===== config.mk =====
export PLATFORM = sky130hd
export DESIGN_NAME = isbn10_hyphenated_validator
export DESIGN_NICKNAME = d
export VERILOG_FILES = /design/src/design/isbnv_pkg.sv /design/src/design/isbnv_step.sv /design/src/design/isbn10_hyphenated_validator.sv
export SDC_FILE = /design/constraint.sdc
export NUM_CORES = 1
export LEC_CHECK = 0
export BUFFER_PORTS_ARGS = -buffer_cell sky130_fd_sc_hd__buf_2
export CORE_UTILIZATION = 45
export CTS_CLUSTER_DIAMETER = 150
export DETAILED_ROUTE_END_ITERATION = 10
export GPL_TIMING_DRIVEN = 0
export PLACE_DENSITY = 0.62
export SLEW_MARGIN = 20
export SYNTH_ARGS = -nofsm -noshare
export SYNTH_HDL_FRONTEND = slang
export SYNTH_SLANG_ARGS = --single-unit

===== constraint.sdc =====
create_clock -name clk -period 13.7 [get_ports clk]
set_input_delay 2.74 -clock clk [delete_from_list [all_inputs] [get_ports clk]]
set_output_delay 2.74 -clock clk [all_outputs]
set_load 0.02 [all_outputs]

===== src/design/isbnv_pkg.sv =====
`timescale 1ns / 1ps
// Package: shared types, character codes and modulo-11 helper for the ISBN-10 validator.
package isbnv_pkg;

	localparam logic [7:0] CH_NUL    = 8'd0;
	localparam logic [7:0] CH_ZERO   = 8'd48;
	localparam logic [7:0] CH_NINE   = 8'd57;
	localparam logic [7:0] CH_X      = 8'd88;
	localparam logic [7:0] CH_HYPHEN = 8'd45;

	localparam logic [3:0] MODULUS     = 4'd11;
	localparam logic [3:0] WEIGHT_INIT = 4'd10;
	localparam logic [3:0] X_VALUE     = 4'd10;

	localparam logic [1:0] REG_MAX_GROUP     = 2'd0;
	localparam logic [1:0] REG_MAX_PUBLISHER = 2'd1;
	localparam logic [1:0] REG_MAX_TITLE     = 2'd2;

	localparam logic [2:0] MAX_GROUP_RST     = 3'd5;
	localparam logic [2:0] MAX_PUBLISHER_RST = 3'd7;
	localparam logic [2:0] MAX_TITLE_RST     = 3'd6;

	typedef enum logic [2:0] {
		PH_COUNTRY   = 3'd0,
		PH_PUBLISHER = 3'd1,
		PH_TITLE     = 3'd2,
		PH_CHECK     = 3'd3,
		PH_TERM      = 3'd4
	} phase_t;

	typedef struct packed {
		phase_t     phase;
		logic [2:0] group_count;
		logic [3:0] weight;
		logic [3:0] sum_mod;
		logic [3:0] check_value;
		logic       failed;
	} parse_state_t;

	typedef struct packed {
		logic [2:0] max_group_len;
		logic [2:0] max_publisher_len;
		logic [2:0] max_title_len;
	} limits_t;

	typedef struct packed {
		logic valid;
		logic isbn_ok;
		logic syntax_ok;
	} verdict_t;

	localparam parse_state_t STATE_RST = '{
		phase:       PH_COUNTRY,
		group_count: 3'd0,
		weight:      WEIGHT_INIT,
		sum_mod:     4'd0,
		check_value: 4'd0,
		failed:      1'b0
	};

	// Residue modulo 11 of a value up to 127: reciprocal multiply, one correction.
	function automatic logic [3:0] mod11(input logic [6:0] v);
		logic [13:0] prod;
		logic [3:0]  q;
		logic [7:0]  qm;
		logic [6:0]  r;
		begin
			prod = 14'(v) * 14'd93;
			q    = prod[13:10];
			qm   = 8'(q) * 8'(MODULUS);
			r    = v - qm[6:0];
			if (r >= 7'(MODULUS)) begin
				r = r - 7'(MODULUS);
			end
			mod11 = r[3:0];
		end
	endfunction

endpackage


===== src/design/isbnv_step.sv =====
`timescale 1ns / 1ps
// Parser step: next parse state and verdict for one character.
module isbnv_step (
	input  isbnv_pkg::parse_state_t state,
	input  logic [7:0]              char_in,
	input  isbnv_pkg::limits_t      limits,
	output isbnv_pkg::parse_state_t state_next,
	output isbnv_pkg::verdict_t     verdict
);

	logic       is_digit;
	logic [7:0] digit_full;
	logic [3:0] digit;
	logic [2:0] limit;
	logic [7:0] prod;
	logic [7:0] acc;
	logic [3:0] expect_val;
	logic       syn;

	assign is_digit   = (char_in >= isbnv_pkg::CH_ZERO) && (char_in <= isbnv_pkg::CH_NINE);
	assign digit_full = char_in - isbnv_pkg::CH_ZERO;
	assign digit      = digit_full[3:0];
	assign prod       = 8'(state.weight) * 8'(digit);
	assign acc        = prod + 8'(state.sum_mod);
	assign expect_val = (state.sum_mod == 4'd0) ? 4'd0 : (isbnv_pkg::MODULUS - state.sum_mod);
	assign syn        = !state.failed && (state.phase == isbnv_pkg::PH_TERM);

	always_comb begin
		unique case (state.phase)
			isbnv_pkg::PH_COUNTRY:   limit = limits.max_group_len;
			isbnv_pkg::PH_PUBLISHER: limit = limits.max_publisher_len;
			default:                 limit = limits.max_title_len;
		endcase
	end

	always_comb begin
		state_next = state;
		verdict    = '{valid: 1'b0, isbn_ok: 1'b0, syntax_ok: 1'b0};
		if (char_in == isbnv_pkg::CH_NUL) begin
			verdict.valid     = 1'b1;
			verdict.syntax_ok = syn;
			verdict.isbn_ok   = syn && (expect_val == state.check_value);
			state_next        = isbnv_pkg::STATE_RST;
		end else if (!state.failed) begin
			unique case (state.phase)
				isbnv_pkg::PH_COUNTRY, isbnv_pkg::PH_PUBLISHER, isbnv_pkg::PH_TITLE: begin
					if (char_in == isbnv_pkg::CH_HYPHEN) begin
						if (state.group_count == 3'd0) begin
							state_next.failed = 1'b1;
						end else begin
							state_next.group_count = 3'd0;
							unique case (state.phase)
								isbnv_pkg::PH_COUNTRY:   state_next.phase = isbnv_pkg::PH_PUBLISHER;
								isbnv_pkg::PH_PUBLISHER: state_next.phase = isbnv_pkg::PH_TITLE;
								default:                 state_next.phase = isbnv_pkg::PH_CHECK;
							endcase
						end
					end else if ((state.group_count >= limit) || !is_digit) begin
						state_next.failed = 1'b1;
					end else begin
						state_next.group_count = state.group_count + 3'd1;
						if (state.weight > 4'd1) begin
							state_next.sum_mod = isbnv_pkg::mod11(acc[6:0]);
							state_next.weight  = state.weight - 4'd1;
						end
					end
				end
				isbnv_pkg::PH_CHECK: begin
					if (is_digit) begin
						state_next.check_value = digit;
						state_next.phase       = isbnv_pkg::PH_TERM;
					end else if (char_in == isbnv_pkg::CH_X) begin
						state_next.check_value = isbnv_pkg::X_VALUE;
						state_next.phase       = isbnv_pkg::PH_TERM;
					end else begin
						state_next.failed = 1'b1;
					end
				end
				default: begin
					state_next.failed = 1'b1;
				end
			endcase
		end
	end

endmodule


===== src/design/isbn10_hyphenated_validator.sv =====
`timescale 1ns / 1ps
// Top level: hyphenated ISBN-10 validator with input register and verdict register.
//
// Characters arrive on the char channel (char_valid, char_stall, char_code), one per
// transfer; a zero byte ends the string. Each string yields exactly one verdict on
// the verdict channel (verdict_valid, verdict_stall, isbn_ok, syntax_ok), issued for
// the terminator; other characters produce nothing.
// Throughput: one character per cycle while char_stall is low; the parser step and
// modulo-11 accumulator between input register and parse state are combinational.
// A terminator accepted into the input register passes the parser step, and its verdict
// is captured in the verdict register that drives verdict_valid, isbn_ok and syntax_ok.
// The verdict register lets characters keep flowing while a verdict waits. Only a
// terminator held in the input register while the previous verdict is still stalled
// blocks the input; char_stall then rises until the waiting verdict transfers.
// The user writes group limits through cfg_we, cfg_index and cfg_data only while the
// block is idle (the block itself does not enforce this): index 0 country group, 1
// publisher group, 2 title group. Reset (arst_n low) empties both registers, returns
// the parser to the start of a string and loads the group limits with 5, 7 and 6.
module isbn10_hyphenated_validator (
	input  logic       clk,
	input  logic       arst_n,
	input  logic       char_valid,
	output logic       char_stall,
	input  logic [7:0] char_code,
	output logic       verdict_valid,
	input  logic       verdict_stall,
	output logic       isbn_ok,
	output logic       syntax_ok,
	input  logic       cfg_we,
	input  logic [1:0] cfg_index,
	input  logic [2:0] cfg_data
);

	isbnv_pkg::limits_t      limits_q;
	isbnv_pkg::parse_state_t state_q;
	isbnv_pkg::parse_state_t state_next;
	isbnv_pkg::verdict_t     verdict_c;

	logic       valid_s1;
	logic [7:0] char_s1;
	logic       verdict_valid_q;
	logic       isbn_ok_q;
	logic       syntax_ok_q;
	logic       advance;
	logic       accept;
	logic       step_fire;

	isbnv_step u_step (
		.state      (state_q),
		.char_in    (char_s1),
		.limits     (limits_q),
		.state_next (state_next),
		.verdict    (verdict_c)
	);

	assign advance    = !verdict_c.valid || !verdict_valid_q || !verdict_stall;
	assign step_fire  = valid_s1 && advance;
	assign char_stall = valid_s1 && !advance;
	assign accept     = char_valid && !char_stall;

	always_ff @(posedge clk or negedge arst_n) begin
		if (!arst_n) begin
			limits_q <= '{max_group_len:     isbnv_pkg::MAX_GROUP_RST,
			              max_publisher_len: isbnv_pkg::MAX_PUBLISHER_RST,
			              max_title_len:     isbnv_pkg::MAX_TITLE_RST};
		end else if (cfg_we) begin
			unique case (cfg_index)
				isbnv_pkg::REG_MAX_GROUP:     limits_q.max_group_len     <= cfg_data;
				isbnv_pkg::REG_MAX_PUBLISHER: limits_q.max_publisher_len <= cfg_data;
				isbnv_pkg::REG_MAX_TITLE:     limits_q.max_title_len     <= cfg_data;
				default: ;
			endcase
		end
	end

	always_ff @(posedge clk or negedge arst_n) begin
		if (!arst_n) begin
			valid_s1 <= 1'b0;
		end else if (accept) begin
			valid_s1 <= 1'b1;
		end else if (advance) begin
			valid_s1 <= 1'b0;
		end
	end

	always_ff @(posedge clk) begin
		if (accept) begin
			char_s1 <= char_code;
		end
	end

	always_ff @(posedge clk or negedge arst_n) begin
		if (!arst_n) begin
			state_q <= isbnv_pkg::STATE_RST;
		end else if (step_fire) begin
			state_q <= state_next;
		end
	end

	always_ff @(posedge clk or negedge arst_n) begin
		if (!arst_n) begin
			verdict_valid_q <= 1'b0;
		end else if (step_fire && verdict_c.valid) begin
			verdict_valid_q <= 1'b1;
		end else if (!verdict_stall) begin
			verdict_valid_q <= 1'b0;
		end
	end

	always_ff @(posedge clk) begin
		if (step_fire && verdict_c.valid) begin
			isbn_ok_q   <= verdict_c.isbn_ok;
			syntax_ok_q <= verdict_c.syntax_ok;
		end
	end

	assign verdict_valid = verdict_valid_q;
	assign isbn_ok       = isbn_ok_q;
	assign syntax_ok     = syntax_ok_q;

	a_stall_cause: assert property (@(posedge clk) disable iff (!arst_n)
		char_stall |-> (verdict_valid_q && verdict_stall && valid_s1))
		else $error("input stalled without a waiting verdict");

	a_restart: assert property (@(posedge clk) disable iff (!arst_n)
		(step_fire && verdict_c.valid) |=>
			(state_q.phase == isbnv_pkg::PH_COUNTRY && state_q.weight == isbnv_pkg::WEIGHT_INIT
			 && !state_q.failed && verdict_valid_q))
		else $error("parser did not restart after verdict");

	a_ok_needs_syntax: assert property (@(posedge clk) disable iff (!arst_n)
		(verdict_valid_q && isbn_ok_q) |-> syntax_ok_q)
		else $error("isbn_ok without syntax_ok");

	a_sum_range: assert property (@(posedge clk) disable iff (!arst_n)
		(state_q.sum_mod < isbnv_pkg::MODULUS) && (state_q.weight >= 4'd1)
		&& (state_q.weight <= isbnv_pkg::WEIGHT_INIT))
		else $error("accumulator out of range");

endmodule

# Word-level counts from Yosys, hierarchy flattened
# Index checks and enable logic that the tools add are counted.
[totals] register_bits=40 inputBits=18 out_inout_bits=4 elab_cells=113
[classes] add_sub_neg=7 n_mul=3 magnitude_cmp=5 n_eq_ne=18 mux=30 reduce_logical=36
[ops] cell="2-to-1 mux 19 bit" count=2
[ops] cell="2-to-1 mux 11 bit" count=2
[ops] cell="2-to-1 mux 4 bit" count=5
[ops] cell="2-to-1 mux 8 bit" count=2
[ops] cell="2-to-1 mux 3 bit" count=5
[ops] cell="multiplier 7 x 7 -> 14 bit, second input constant" count=1
[ops] cell="case mux 3 bit (2 select lines)" count=2
[ops] cell="AND reduction 6 bit" count=2
[ops] cell="2-to-1 mux 1 bit" count=9
[ops] cell="equality test 8 x 6 -> 1 bit, second input constant" count=1
[ops] cell="equality test 8 x 7 -> 1 bit, second input constant" count=1
[ops] cell="greater-or-equal comparator 8 x 6 -> 1 bit, second input constant" count=1
[ops] cell="less-or-equal comparator 8 x 6 -> 1 bit, second input constant" count=1
[ops] cell="zero test 8 bit" count=1
[ops] cell="!= test 2 x 1 -> 1 bit, second input constant" count=4
[ops] cell="nonzero test 2 bit" count=4
[ops] cell="subtractor 4 x 1 -> 4 bit, second input constant" count=2
[ops] cell="adder 7 x 4 -> 7 bit" count=1
[ops] cell="greater-or-equal comparator 7 x 4 -> 1 bit, second input constant" count=1
[ops] cell="logical AND 1 bit" count=7
[ops] cell="zero test 1 bit" count=7
[ops] cell="multiplier 4 x 4 -> 7 bit" count=1
[ops] cell="multiplier 4 x 4 -> 7 bit, second input constant" count=1
[ops] cell="subtractor 7 bit" count=1
[ops] cell="26 further kinds" count=35

# Longest topological paths before layout
# Gate-level depths: netlist of the first run.
[logic_depth] depth_word=14 mapped_depth=40 mapped_depth_nobuf=40

# Modules after synthesis
# Synthesis of the first run repeated with hierarchy kept, for this count alone.
[hier_totals] cells_unflattened=503 area_unflattened_um2=4647.0
[modules_own_cells] module="isbnv_step" instances=1 cells_per_inst=354 area_per_inst_um2=2845.2 seq_area_each_um2=0.0
[modules_own_cells] module="isbn10_hyphenated_validator" instances=1 cells_per_inst=149 area_per_inst_um2=1801.7 seq_area_each_um2=1062.3

# Worst setup path after synthesis of the first run
# Ideal clock, no wire load.
[synth_timing] kind="register to register" start="reg char_s1[3]" end="reg state_q[6] (netlist name)" setup_time_ps=120 arrival_time_ps=9091 required_ps=13580 setup_slack_ps=4488 stages_incl_launch_ff=34 path_buffers=1 period_less_slack_ps=9212 path_cell_list="edfxtp_1 clkbuf_1 and2_1 fa_1 fa_1 fa_1 ha_1 o21ai_0 o21bai_1 a21oi_1 xor2_1 inv_1 ha_1 fa_1 fa_1 ha_1 ha_1 a21oi_1 nand2_1 a21o_1 a21oi_1 xnor2_1 ha_1 fa_1 inv_1 ha_1 a211o_1 a311oi_1 nor3_1 a2111oi_2 or3b_1 mux2i_4 mux2i_1 o21ai_2"
[synth_via] elab_chain_len=14 word_cells_on_any_way=33 cone_classes="add/sub (4); mul (3); order compare (3); eq/ne (4); mux (8); reduce/logical (11)"
[synth_lines] item="start: declaration" line_no="isbn10_hyphenated_validator.sv:40" source="logic [7:0] char_s1;"
[synth_lines] item="start signal: assignment" line_no="isbn10_hyphenated_validator.sv:88" source="char_s1 <= char_code;"
[synth_lines] item="subtractor 4 x 1 -> 4 bit" line_no="isbnv_step.sv:21" source="assign digit_full = char_in - isbnv_pkg::CH_ZERO;"
[synth_lines] item="multiplier 4 x 4 -> 7 bit" line_no="isbnv_step.sv:23" source="assign prod = 8'(state.weight) * 8'(digit);"
[synth_lines] item="adder 7 x 4 -> 7 bit" line_no="isbnv_step.sv:24" source="assign acc = prod + 8'(state.sum_mod);"
[synth_lines] item="multiplier 7 x 7 -> 14 bit" line_no="isbnv_pkg.sv:68" source="prod = 14'(v) * 14'd93;"
[synth_lines] item="multiplier 4 x 4 -> 7 bit" line_no="isbnv_pkg.sv:70" source="qm = 8'(q) * 8'(MODULUS);"
[synth_lines] item="subtractor 7 bit" line_no="isbnv_pkg.sv:71" source="r = v - qm[6:0];"
[synth_lines] item="greater-or-equal comparator 7 x 4 -> 1 bit / subtractor 4 bit (equally long branches)" line_no="isbnv_pkg.sv:72, isbnv_pkg.sv:73"
[synth_lines] item="2-to-1 mux 4 bit" line_no="isbnv_pkg.sv:72" source="if (r >= 7'(MODULUS)) begin"
[synth_lines] item="2-to-1 mux 8 bit" line_no="isbnv_step.sv:62" source="if (state.weight > 4'd1) begin"
[synth_lines] item="2-to-1 mux 11 bit" line_no="isbnv_step.sv:58" source="end else if ((state.group_count >= limit) || !is_digit) begin"
[synth_lines] item="2-to-1 mux 8 bit" line_no="isbnv_step.sv:47" source="if (char_in == isbnv_pkg::CH_HYPHEN) begin"
[synth_lines] item="2-to-1 mux 11 bit" line_no="isbnv_step.sv:45" source="unique case (state.phase)"
[synth_lines] item="2-to-1 mux 19 bit" line_no="isbnv_step.sv:44" source="end else if (!state.failed) begin"
[synth_lines] item="2-to-1 mux 19 bit" line_no="isbnv_step.sv:39" source="if (char_in == isbnv_pkg::CH_NUL) begin"
[synth_lines] item="end signal: assignment" line_no="isbn10_hyphenated_validator.sv:94" source="state_q <= isbnv_pkg::STATE_RST;"
[synth_lines] item="end signal: assignment" line_no="isbn10_hyphenated_validator.sv:96" source="state_q <= state_next;"
[synth_lines] item="end: declaration" line_no="isbn10_hyphenated_validator.sv:35" source="isbnv_pkg::parse_state_t state_q;"
# Several ways; a longest one is shown, not always the timed one. The select of a mux whose other input is x is not followed.
# A chain may end at the register's enable or synchronous reset.

# Worst setup path in the final report of the first run
# Same ends and word-level chain as after synthesis.

==> impl_metrics.tcl, run 1 <==
set metrics [dict create \
    status "completed" \
    synth_ff_type "dfrtp_1" \
    hold_start "state_q[2]" \
    cts_tree "yes" \
    grt_max_degree 31 \
    wl_per_cell_um 13.0 \
    wirelength_um 7240 \
    final_core_util 0.502 \
    ys_ff_latch 40 \
    critPathSlowestCell "xor2_1" \
    hold_path_class "flop to flop" \
    htreeDepth 2 \
    ys_seq_area_frac 0.262 \
    syn_inst 420 \
    num-nets-final 558 \
    maxCapViolations 0 \
    postCtsSetupBuffers 0 \
    grtUsageTotal 0.173 \
    slew_violations 0 \
    netlist_top_cells_area "ha_1, dfrtp_1, fa_1" \
    cts_buffer_depth 2 \
    rrSetupSlack_ps 3480 \
    layout-drive-gt1-share 0.114 \
    antenna_cells 0 \
    hold_viol 0 \
    start_util 0.464 \
    crit_required_ps 13890 \
    syn2layout_area_growth_pct 8.16 \
    max_freq_mhz 97.8 \
    cts_sinks 40 \
    grt_pass1_wl_um 13400 \
    cts_buffers 5 \
    synth-async-reset-ratio 0.750 \
    path_common_cell "fa_1" \
    powerDensity_mw_per_mm2 97.2 \
    clock_latency_ps 290 \
    fp.dieW_um 96.8 \
    rsz0062_at_grt "no" \
    fin_crit_sh 0.746 \
    synth_top_cell_by_area "ha_1" \
    fin_area_mm2 0.00438 \
    synth_fp_nets 530 \
    register_area_mm2 0.00106 \
    first_pass_iters 4 \
    finalSetupViolCount 0 \
    ys_warn_count 0 \
    fin_crit_ps 10220 \
    reg2reg_to "state_q[6]" \
    dpl.hpwl_um 6040 \
    final_cells 557 \
    min_to "state_q[2]" \
    drc 0 \
    total_leakage_power_nw 2.23 \
    grt-ovfl-total 0 \
    synth_edf_count 10 \
    vias_per_cell 5.24 \
    num_io_pins 22 \
    tightest_slew_ps 678 \
    clk_pin_slew_ps 70 \
    reg2regPathDepth 33 \
    final_cell_mix "ha_1, inv_1, nand2_1, o21ai_0, a21oi_1" \
    mostFrequentLayoutCell "ha_1" \
    die_area_mm2 0.00938 \
    crit_path_end_kind "flop" \
    gp_congestion 0.834 \
    final.fill_count 796 \
    cts-resized-gates 0 \
    placed_area_mm2 0.00429 \
    max_stage_delay_ps 570 \
    crit_type "flop to flop" \
    timing.rr.start "char_s1[3]" \
    skew_ps 5.57 \
    hold_depth 2 \
    placed_cells 549 \
    clockRootBuffer "clkbuf_8" \
    syn-cell-area_mm2 0.00405 \
    core_area_mm2 0.00872 \
    irDropWorstVdd_mv 0.0802 \
    hold_ws_ps 507 \
    relSlewSlack 0.547 \
    drtIter0Drc 112 \
    crit_path_start_kind "flop" \
    worstPathMaxFanout 9 \
    synth.top_cell.area_share 0.219 \
    antenna_found_initial 0 \
    multi_input_area_mm2 0.00277 \
    grt_pass1_vias 3004 \
    synth.distinct_cells 50 \
    ant_nets 0 \
    ctsHoldBuffers 0 \
    die_h_um 96.8 \
    critical_path.top_delay_family "adder cells" \
    crit_arrival_ps 10410 \
    cp_num_buf_inv 3 \
    syn_avg_cell_area_um2 9.64 \
    tns_ps 0 \
    portBuffers 21 \
    vias 2917 \
    placementRows 34 \
]
-- how the worst max path moves through the flow --
stage | start | end | depth (start not counted)
finish | char_s1[3] | state_q[6] | 33
floorplan | char_s1[3] | state_q[6] | 33
CTS | char_s1[3] | state_q[7] | 34
global placement | char_s1[3] | state_q[6] | 33
detailed placement | char_s1[3] | state_q[7] | 34
global route | char_s1[3] | state_q[7] | 34
-- layer usage --
| metal | GRT usage | share of wire |
|---|---|---|
| met5 | 0 | 0 |
| met3 | 0.0217 | 0.024 |
| met2 | 0.296 | 0.48 |
| met1 | 0.220 | 0.47 |
| met4 | 0.0746 | 0.028 |
-- registers in the layout, summed over array words and instances (netlist names) --
name,flops
state_q,19
syntax_ok,1
valid_s1,1
char_s1,8
verdict_valid,1
isbn_ok,1
limits_q,9
-- synthesized netlist by cell type, types with 5 or more instances --
library cell	instances
a21o_1	5
a21oi_1	24
and2_1	19
clkbuf_1	5
dfrtp_1	21
dfstp_2	9
edfxtp_1	10
fa_1	21
ha_1	71
inv_1	51
mux2_2	9
nand2_1	28
nand2b_1	5
nand3_1	15
nor2_1	16
nor3_1	7
o21ai_0	28
xnor2_1	14
xor2_1	9
-- report_power, final --
group          switching, mW  total, mW  internal [mW]
sequential           0.00664      0.141          0.134
combinational          0.113      0.206         0.0937
clock                 0.0373     0.0783         0.0410
-- worst reg2reg max path: cells and delay by family, from the launching register on --
family          cells  cell delay, ps
compound gates      9            1780
xor+xnor            3            1030
flops               1             330
simple gates        4             830
mux                 2             520
buf+inv             3             600
fa+ha+maj          12            5000
-- stage by stage --
step / power, mW / setup slack [ps]
after floorplan: 0.309 / 4490
after global placement: 0.347 / 3460
after detailed placement: 0.352 / 3380
after CTS: 0.432 / 3350
after global routing: 0.468 / 2640
final: 0.426 / 3480
-- final cells by class --
cell class,instances,share of cell area
timing repair buffer,21,0.0240
clock buffer,8,0.0206
multi-input combinational,323,0.633
tap,108,0.0309
sequential,40,0.243
inverter,51,0.0437
buffer,6,0.00543
-- logic make-up (layout without fill, tap and decap cells) --
family	Yosys count	count (layout)	share of synthesized area
DFF	40	40	0.262
xor gates and xnor gates	24	24	0.0553
muxes	14	14	0.0405
adders and majority gates	92	92	0.323
and+or+nand+nor	115	115	0.150
AOI/OAI and AO/OA	78	78	0.116
buffers and inverters	57	86	0.0532
Power figures use the tool's default switching activity.
==> inputs of run 2 (changes only) <==
--- a/config.mk
+++ b/config.mk
@@ -5,6 +5,7 @@
 export SDC_FILE = /design/constraint.sdc
 export NUM_CORES = 1
 export LEC_CHECK = 0
+export ABC_AREA = 1
 export BUFFER_PORTS_ARGS = -buffer_cell sky130_fd_sc_hd__buf_2
 export CORE_UTILIZATION = 45
 export CTS_CLUSTER_DIAMETER = 150
==> constraint.sdc (replaced) <==
create_clock -name clk -period 9.62 [get_ports clk]
set_input_delay 1.924 -clock clk [delete_from_list [all_inputs] [get_ports clk]]
set_output_delay 1.924 -clock clk [all_outputs]
set_load 0.02 [all_outputs]
==> run 2 against run 1 <==
Register-to-register slack got worse by 2700 ps. Area after synthesis grew 9.3%. Cell count rose by 34%. First-iteration DRC count down 31%. Sequential cell count unchanged. Global-route usage grew 1.5 points. Via count increased by 23%.
==> impl_metrics.tcl, run 2 <==
set metrics [dict create \
    reg2regPathDepth 38 \
    ant_nets 0 \
    fin_crit_ps 8840 \
    worstPathMaxFanout 6 \
    die_area_mm2 0.0102 \
    wl_per_cell_um 11.6 \
    die_h_um 101 \
    antenna_cells 0 \
    crit_path_start_kind "flop" \
    num_io_pins 22 \
    ys_warn_count 0 \
    fin_crit_sh 0.919 \
    wl_met2_um 4300 \
    gp_congestion 0.891 \
    vias_per_cell 4.84 \
    syn_inst 584 \
    synthTopCellsByCount "nand2_1, inv_1, ha_1" \
    top_regs "state_q: 19 flops, limits_q: 9 flops, char_s1: 8 flops" \
    final_cells 744 \
    placed_cells 734 \
    synth_most_common_cell "nand2_1" \
    hold_viol 0 \
    status "completed" \
    first_pass_iters 4 \
    hold_path_class "flop to flop" \
    rsz0062_at_grt "no" \
    crit_arrival_ps 9070 \
    synth.top_cell.area_share 0.201 \
    tightest_slew_ps 660 \
    placementRows 35 \
    drtIter0Drc 77 \
    crit_required_ps 9850 \
    crit_type "flop to flop" \
    num-nets-final 724 \
    placed_area_mm2 0.00469 \
    path_common_cell "nand2_1" \
    wirelength_um 8600 \
    htreeDepth 2 \
    synth.distinct_cells 35 \
    synth_fp_nets 694 \
    ys_seq_area_frac 0.240 \
    maxCapViolations 0 \
    portBuffers 21 \
    synth_edf_count 10 \
    synth_top_cell_by_area "ha_1" \
    top_layer "met4" \
    synth_ff_type "dfrtp_1" \
    syn_avg_cell_area_um2 7.58 \
    grt_pass1_wl_um 15400 \
    fp.dieW_um 101 \
    drc 0 \
    max_freq_mhz 113 \
    syn-cell-area_mm2 0.00442 \
    timing.rr.start "state_q[10]" \
    relSlewSlack 0.560 \
    grt_pass1_vias 3630 \
    rrSetupSlack_ps 780 \
    synth-async-reset-ratio 0.750 \
    netlist_top_cells_area "ha_1, dfrtp_1, nand2_1" \
    critPathSlowestCell "dfstp_2" \
    final_cell_mix "nand2_1, inv_1, ha_1" \
    largest_reg_flops 19 \
    cts_tree "yes" \
    mostFrequentLayoutCell "nand2_1" \
    reg2reg_to "state_q[8]" \
    core_area_mm2 0.00937 \
    clockRootBuffer "clkbuf_8" \
    grt_max_degree 31 \
    cts_buffer_depth 2 \
    ys_ff_latch 40 \
    start_util 0.472 \
    antenna_found_initial 0 \
    vias 3600 \
    cp-endpoint "state_q[8]" \
    tns_ps 0 \
    fin_area_mm2 0.00482 \
    crit_path_end_kind "flop" \
    grtUsageTotal 0.188 \
    regMostFlops "state_q" \
    layout-drive-gt1-share 0.0976 \
    slew_violations 0 \
    cts_sinks 40 \
    met3_length_um 155 \
    clock_latency_ps 290 \
    clk_pin_slew_ps 70 \
    crit_start "state_q[10]" \
    dpl.hpwl_um 7350 \
    cts_buffers 5 \
    grt-ovfl-total 0 \
    skew_ps 5.28 \
    max_stage_delay_ps 590 \
    finalSetupViolCount 0 \
    drt-met1-wl_um 4040 \
    syn2layout_area_growth_pct 9.05 \
]
## run 2: changes by cell type in the layout (fill, tap and decap cells not counted), moves of 9 or more
cell,previous run,this run
and2_1,19,0
nand2_1,28,135
nand3_1,15,47
xnor2_1,14,3
inv_1,51,128
nor2_1,16,36
mux2_2,9,0
## run 2: worst min-delay path by stage
stage | start | endpoint | slack, ps | cells after the start
5_1_grt | limits_q[8] | limits_q[8] | 520 | 2
3_5_place_dp | state_q[2] | state_q[2] | 480 | 2
4_1_cts | limits_q[8] | limits_q[8] | 500 | 2
2_1_floorplan | state_q[2] | state_q[2] | 450 | 2
3_3_place_gp | limits_q[7] | limits_q[7] | 480 | 2
6_report | state_q[2] | state_q[2] | 490 | 2
## run 2: cell type report
class                           count  area, µm²
Clock inverter                      1       5.00
Multi-Input combinational cell    407       2860
Fill cell                         923       4550
Sequential cell                    40       1060
Timing Repair Buffer               24        128
Inverter                          130        488
Buffer                              6       41.3
Clock buffer                        7       76.3
Tap cell                          129        161
## run 2: repair_timing
item                       in CTS  in global routing
hold buffers                    0                  0
setup endpoints to repair       0                  4
gates resized for setup         0                  4
setup buffers                   0                  3
## run 2: cells by family (layout without fill, tap and decap cells)
family,after synthesis,count (layout),synth area share
simple gates,247,247,0.247
fa+ha+maj,92,92,0.296
compound gates,52,52,0.0653
xor+xnor,16,16,0.0317
flops,40,40,0.240
buf+inv,137,168,0.120
## run 2: metal layers
metal,track usage,vias to the layer above
li1,-,1908
met1,0.229,1649
met2,0.354,33
met3,0.0207,10
met4,0.0435,0
met5,0,-
## run 2: critical path: cells and delay by family (launching register included)
kind,cells,cell delay [ps]
fa+ha+maj,13,5240
xor+xnor,2,480
buf+inv,5,500
compound gates,3,450
flops,1,590
simple gates,15,1510
## run 2: metrics by stage
stage                     setup slack (ps)  utilization  hold slack (ps)
after detailed placement               263        0.501              479
final                                  775        0.515              490
after CTS                              222        0.509              497
after global placement                 425        0.501              477
after global routing                  77.3        0.515              523
after floorplan                       1320            -              453
Power of run 2 is left out: the tool's default activity adds up to more than one toggle a clock period on the data nets, which glitch-free logic cannot reach.
==> inputs of run 3 (changes only) <==
--- a/config.mk
+++ b/config.mk
@@ -11,7 +11,6 @@
 export CTS_CLUSTER_DIAMETER = 150
 export DETAILED_ROUTE_END_ITERATION = 10
 export GPL_TIMING_DRIVEN = 0
-export PLACE_DENSITY = 0.62
 export SLEW_MARGIN = 20
 export SYNTH_ARGS = -nofsm -noshare
 export SYNTH_HDL_FRONTEND = slang
==> run 3 against run 2 <==
Maximum frequency down 0.29%. Core utilization unchanged. Wire length down 1.3%. Hold slack better by 2.2 ps. Clock skew up 2.8 ps. Cell area unchanged. Critical path depth up 3. Die area unchanged. Critical path type unchanged. Largest cell class unchanged.
==> impl_metrics.tcl, run 3 (synthesis gave the netlist of run 2 again) <==
set metrics [dict create \
    status "completed" \
    top_layer "met4" \
    cts_tree "yes" \
    cts_sinks 40 \
    hold_viol 0 \
    drt-met1-wl_um 3980 \
    antenna_found_initial 0 \
    tns_ps 0 \
    path_common_cell "nand2_1" \
    num-nets-final 724 \
    vias 3600 \
    largest_reg_flops 19 \
    cts_buffer_depth 2 \
    antenna_cells 0 \
    top_regs "state_q: 19 flops, limits_q: 9 flops, char_s1: 8 flops" \
    max_stage_delay_ps 560 \
    cts_buffers 5 \
    fin_crit_sh 0.922 \
    final_cell_mix "nand2_1, inv_1, ha_1" \
    skew_ps 8.07 \
    portBuffers 21 \
    htreeDepth 2 \
    crit_path_end_kind "flop" \
    start_util 0.472 \
    ant_nets 0 \
    wirelength_um 8490 \
    grt_pass1_vias 3416 \
    multi_input_area_mm2 0.00286 \
    register_area_mm2 0.00106 \
    grt-ovfl-total 0 \
    grtUsageTotal 0.183 \
    ctsHoldBuffers 0 \
    core_area_mm2 0.00937 \
    hold_path_class "flop to flop" \
    die_h_um 101 \
    vias_per_cell 4.84 \
    mostFrequentLayoutCell "nand2_1" \
    max_freq_mhz 113 \
    regMostFlops "state_q" \
    wl_met2_um 4140 \
    dpl.hpwl_um 7160 \
    worstPathMaxFanout 8 \
    crit_type "flop to flop" \
    die_area_mm2 0.0102 \
    placementRows 35 \
    clockRootBuffer "clkbuf_8" \
    drtIter0Drc 106 \
    rsz0062_at_grt "no" \
    final.fill_count 960 \
    grt_max_degree 31 \
    relSlewSlack 0.551 \
    clk_pin_slew_ps 80 \
    critPathSlowestCell "fa_1" \
    fp.dieW_um 101 \
    num_io_pins 22 \
    grt_pass1_wl_um 14800 \
    slew_violations 0 \
    clock_latency_ps 290 \
    crit_arrival_ps 9110 \
    layout-drive-gt1-share 0.0976 \
    crit_required_ps 9860 \
    tightest_slew_ps 674 \
    fin_crit_ps 8870 \
    syn2layout_area_growth_pct 9.05 \
    maxCapViolations 0 \
    gp_congestion 0.841 \
    met3_length_um 223 \
    wl_per_cell_um 11.4 \
    crit_path_start_kind "flop" \
    drc 0 \
    finalSetupViolCount 0 \
    first_pass_iters 5 \
]
## run 3: cell counts in the layout (fill, tap and decap cells not counted)
No cell type changed its count.
## run 3: per-layer routing
metal / up-vias / GRT usage
met3: 11 / 0.0242
met4: 0 / 0.0580
li1: 1907 / -
met5: - / 0
met2: 49 / 0.330
met1: 1633 / 0.225
## run 3: repair_timing
action,CTS,global route
buffers inserted,0,3
hold endpoints to repair,0,0
endpoints found under the setup margin,0,4
gates resized for setup,0,4
## run 3: area by class of cell
type / instances / share of cell area
plain buffers: 6 / 0.00856
flip-flops and latches: 40 / 0.220
clock buffers: 7 / 0.0158
multi-input cells: 407 / 0.593
well taps: 129 / 0.0335
inverters: 130 / 0.101
repair buffers: 24 / 0.0265
clock inverters: 1 / 0.00104
## run 3: worst max-delay path: cells and delay by family (launching register included)
| family | cells | cell delay, ps |
|---|---|---|
| buffers and inverters | 8 | 760 |
| XOR/XNOR | 2 | 510 |
| AND/OR/NAND/NOR | 15 | 1520 |
| flip-flops | 1 | 380 |
| AO/OA/AOI/OAI | 3 | 470 |
| adder cells (fa/ha/maj) | 13 | 5200 |
## run 3: worst paths after layout
path / start / to / slack, ps / depth (start not counted)
setup / recovery: char_s1[1] / state_q[8] / 750 / 41
hold / removal: state_q[2] / state_q[2] / 490 / 2
setup reg to reg: char_s1[1] / state_q[8] / 750 / 41
hold reg to reg: state_q[2] / state_q[2] / 490 / 2
max in group asynchronous: arst_n / state_q[16] / 7520 / 1
min in group asynchronous: arst_n / state_q[2] / 1670 / 1
## run 3: through the flow
stage | util | worst slack [ps] | instance area (µm²) | hold slack [ps] | cells
4_1_cts | 0.509 | 221 | 4770 | 495 | 742
6_report | 0.515 | 750 | 4820 | 492 | 744
3_5_place_dp | 0.501 | 248 | 4690 | 476 | 734
5_1_grt | 0.515 | 57.0 | 4820 | 526 | 744
2_1_floorplan | - | 1320 | 4420 | 453 | 584
3_3_place_gp | 0.501 | 407 | 4690 | 474 | 734
Power of run 3 is left out for the same reason.
